**src/sv/mtpp_ram.sv**
```systemverilog
// Generic single-port RAM with registered read.
`default_nettype none
module mtpp_ram #(
	parameter int WIDTH = 8,
	parameter int DEPTH = 16
) (
	input  wire logic                     clk,
	input  wire logic                     we,
	input  wire logic [$clog2(DEPTH)-1:0] addr,
	input  wire logic [WIDTH-1:0]         wdata,
	output logic      [WIDTH-1:0]         rdata
);
	logic [WIDTH-1:0] mem_q [DEPTH];

	always_ff @(posedge clk) begin
		if (we) begin
			mem_q[addr] <= wdata;
		end
		rdata <= mem_q[addr];
	end
endmodule
`default_nettype wire

```
**config.mk**
```make
export PLATFORM = sky130hd
export DESIGN_NAME = mtpp_ram
export DESIGN_NICKNAME = d
export VERILOG_FILES = /design/src/sv/mtpp_ram.sv
export SDC_FILE = /design/constraint.sdc
export NUM_CORES = 1
export LEC_CHECK = 0
export BUFFER_PORTS_ARGS = -buffer_cell sky130_fd_sc_hd__buf_2
export CAP_MARGIN = 20
export CELL_PAD_IN_SITES_DETAIL_PLACEMENT = 1
export CELL_PAD_IN_SITES_GLOBAL_PLACEMENT = 2
export CORE_ASPECT_RATIO = 0.8
export CORE_MARGIN = 2
export CORE_UTILIZATION = 29
export CTS_CLUSTER_SIZE = 10
export DETAILED_ROUTE_END_ITERATION = 12
export HOLD_SLACK_MARGIN = 0.06
export PLACE_DENSITY = 0.52
export SETUP_SLACK_MARGIN = 0.5
export SYNTH_ARGS = -nofsm -noshare
export SYNTH_HDL_FRONTEND = slang
export SYNTH_SLANG_ARGS = --single-unit
```
**constraint.sdc**
```tcl
create_clock -name clk -period 5.4 [get_ports clk]
set_input_delay 0.81 -clock clk [delete_from_list [all_inputs] [get_ports clk]]
set_output_delay 0.81 -clock clk [all_outputs]
set_load 0.05 [all_outputs]
```
==> results.yml <==
floorplan:
  coreArea_mm2: 0.0172
  start_util: 0.294
  dieHeight_um: 122
  fp.dieArea_mm2: 0.0186
  ioPinCount: 22
  die_w_um: 152
  row_count: 43
finish:
  multiInputGateArea_mm2: 0.00100
  layout_commonest_cell: "edfxtp_1"
  finish.utilization: 0.349
  insertedDiodeCount: 0
  syn2layout_area_growth_pct: 18.6
  drive_gt1_frac: 0.318
  fillers: 1692
  layout.nets: 278
  seq_area_mm2: 0.00400
  final_cell_mix: "128 x edfxtp_1, 32 x mux4_2, 21 x buf_2"
timing:
  grt_setup_unrepaired: "false"
  relSlewSlack: 0.326
  fin_setup_tns_ns: 0
  slew_violations: 0
  fin_crit_sh: 0.475
  worst_pin_slew_ns: 1.01
  setup_viol: 0
  timing.fmax_ghz: 0.390
  period_minus_slack_ns: 2.57
  clock_skew_ns: 0.00995
  hold_viol: 0
synth:
  yosys_warnings: 0
  synth_area_mm2: 0.00507
  synth_top_family_by_area: "multiplexers"
  yosys.area_share.simple: 0.0321
  syn_area_per_cell_um2: 22.0
  synth_compound_area_frac: 0.0237
  synth-seq-area-share: 0.790
  synth_fp_nets: 244
  synth_mux_area_frac: 0.142
  synth_cell_types: 18
  ys_ff_latch: 136
  synth_xor_area_frac: 0
  yosys-top-cells-area: "edfxtp_1 76%, mux4_2 14%, dfxtp_1 3.2%"
  synthAdderAreaFrac: 0
  yosysTopAreaCell: "edfxtp_1"
  yosys.area.top_type_share: 0.759
  synth_cells: 230
power_and_ir_drop:
  combPwrFrac: 0.056
  power.density_mw_per_mm2: 408
  p_switching_mw: 0.533
  cellLeakagePower_nw: 1.91
  p_sw_frac: 0.218
  clkPwrFrac: 0.459
  internal_power_mw: 1.92
  p_seq_frac: 0.485
  ir_worst_vdd_v: 0.000189
worst_setup_path:
  endpoint_kind: "flip-flop"
  cp.required_ns: 5.43
  criticalPathCategory: "input port to flip-flop"
  critPathMaxFanout: 39
  start_kind: "input port"
  worstPathArrival_ns: 2.60
job:
  maxCapViolCount: 0
place:
  io_buffer_count: 21
  dp_hpwl_um: 7160
  place_congestion: 0.669
cts:
  clockRootBuffer: "clkbuf_16"
  ctsHoldBuffers: 0
  cts_tree: "yes"
  cts_made_buffers: 17
  clk_pin_slew_ns: 0.05
  ctsLongestPathBuffers: 2
  post_cts_buffers: 0
  clkLatencyLatePin_ns: 0.41
  htree_num_levels: 4
  ctsResizeCount: 0
  clock-sinks: 136
global_route:
  grt_pass1_vias: 2577
  grt_usage: 0.135
  grt_max_degree: 40
  antenna_found_initial: 0
  grt_pass1_wl_um: 17000
  gr-total-overflow: 0
run_status:
  outcome: "complete, no violations"
detailed_routing:
  dr_total_vias: 2314
  dr.pass1.iters: 4
  route.detailed.drc: 0
  routed_wirelength_um: 11600
  drtIter0Drc: 151
  wl_per_cell_um: 23.1
  antenna_left: 0
  via_per_inst: 4.61
hold_path:
  hold_class: "flip-flop to flip-flop"
## state kept, by name, summed over array words and instances, names as in the netlist
name and cells:
mem_q 128, rdata 8
## cell type report
class / instances / area share
clock buffer: 21 / 0.0750
clock inverter: 11 / 0.0210
timing repair buffer: 26 / 0.0237
sequential: 136 / 0.666
tap: 225 / 0.0469
multi-input combinational: 83 / 0.167
## final timing paths
kind	depth (start not counted)	startpoint	slack, ns	end
max	3	addr[1]	2.83	mem_q[7][7]
min	3	mem_q[12][2]	0.69	rdata[2]
max reg2reg	3	mem_q[11][4]	3.97	rdata[4]
min reg2reg	3	mem_q[12][2]	0.69	rdata[2]
## kinds of logic (layout without fill, tap and decap cells)
family | count (synthesis) | after routing
simple gates | 35 | 35
flops | 136 | 136
buf+inv | 11 | 58
mux | 32 | 32
compound gates | 16 | 16
## per-layer routing
metal | wire, µm | track usage | vias up
li1 | - | - | 1028
met5 | 0 | 0 | -
met1 | 5770 | 0.199 | 1221
met2 | 5170 | 0.197 | 50
met3 | 510 | 0.0349 | 15
met4 | 142 | 0.0434 | 0
## cell usage after synthesis
library cell,n
nor3_1,4
nand3_1,1
and2_1,1
edfxtp_1,128
mux4_2,32
nand2_1,9
buf_2,2
clkbuf_2,1
clkbuf_1,2
or3b_2,1
buf_1,4
dfxtp_1,8
a22oi_1,16
buf_6,2
nand3b_1,2
nor2_1,13
nand2b_1,2
nor2b_1,2
## critical path, cell delays in order
cell	delay (ns)
buf_2	0.73
nand2_1	0.28
nor2_1	0.74
## through the flow
step	setup WS (ns)	cell area (µm²)	power (mW)	instances	hold WS (ns)
final	2.83	6010	2.45	502	0.690
after global routing	2.63	6010	2.53	502	0.727
after CTS	2.77	6010	2.48	502	0.690
after detailed placement	2.34	5430	1.35	470	0.669
after global placement	2.31	5430	1.35	470	0.664
after floorplan	3.10	5070	1.29	230	0.635
## power by group through the flow
stage	combinational (mW)	sequential, mW	clock, mW
after detailed placement	0.141	1.21	0
after global placement	0.140	1.21	0
after global routing	0.147	1.19	1.19
after floorplan	0.0608	1.23	0
final	0.137	1.19	1.13
after CTS	0.141	1.19	1.15
(Power assumes the default switching activity.)
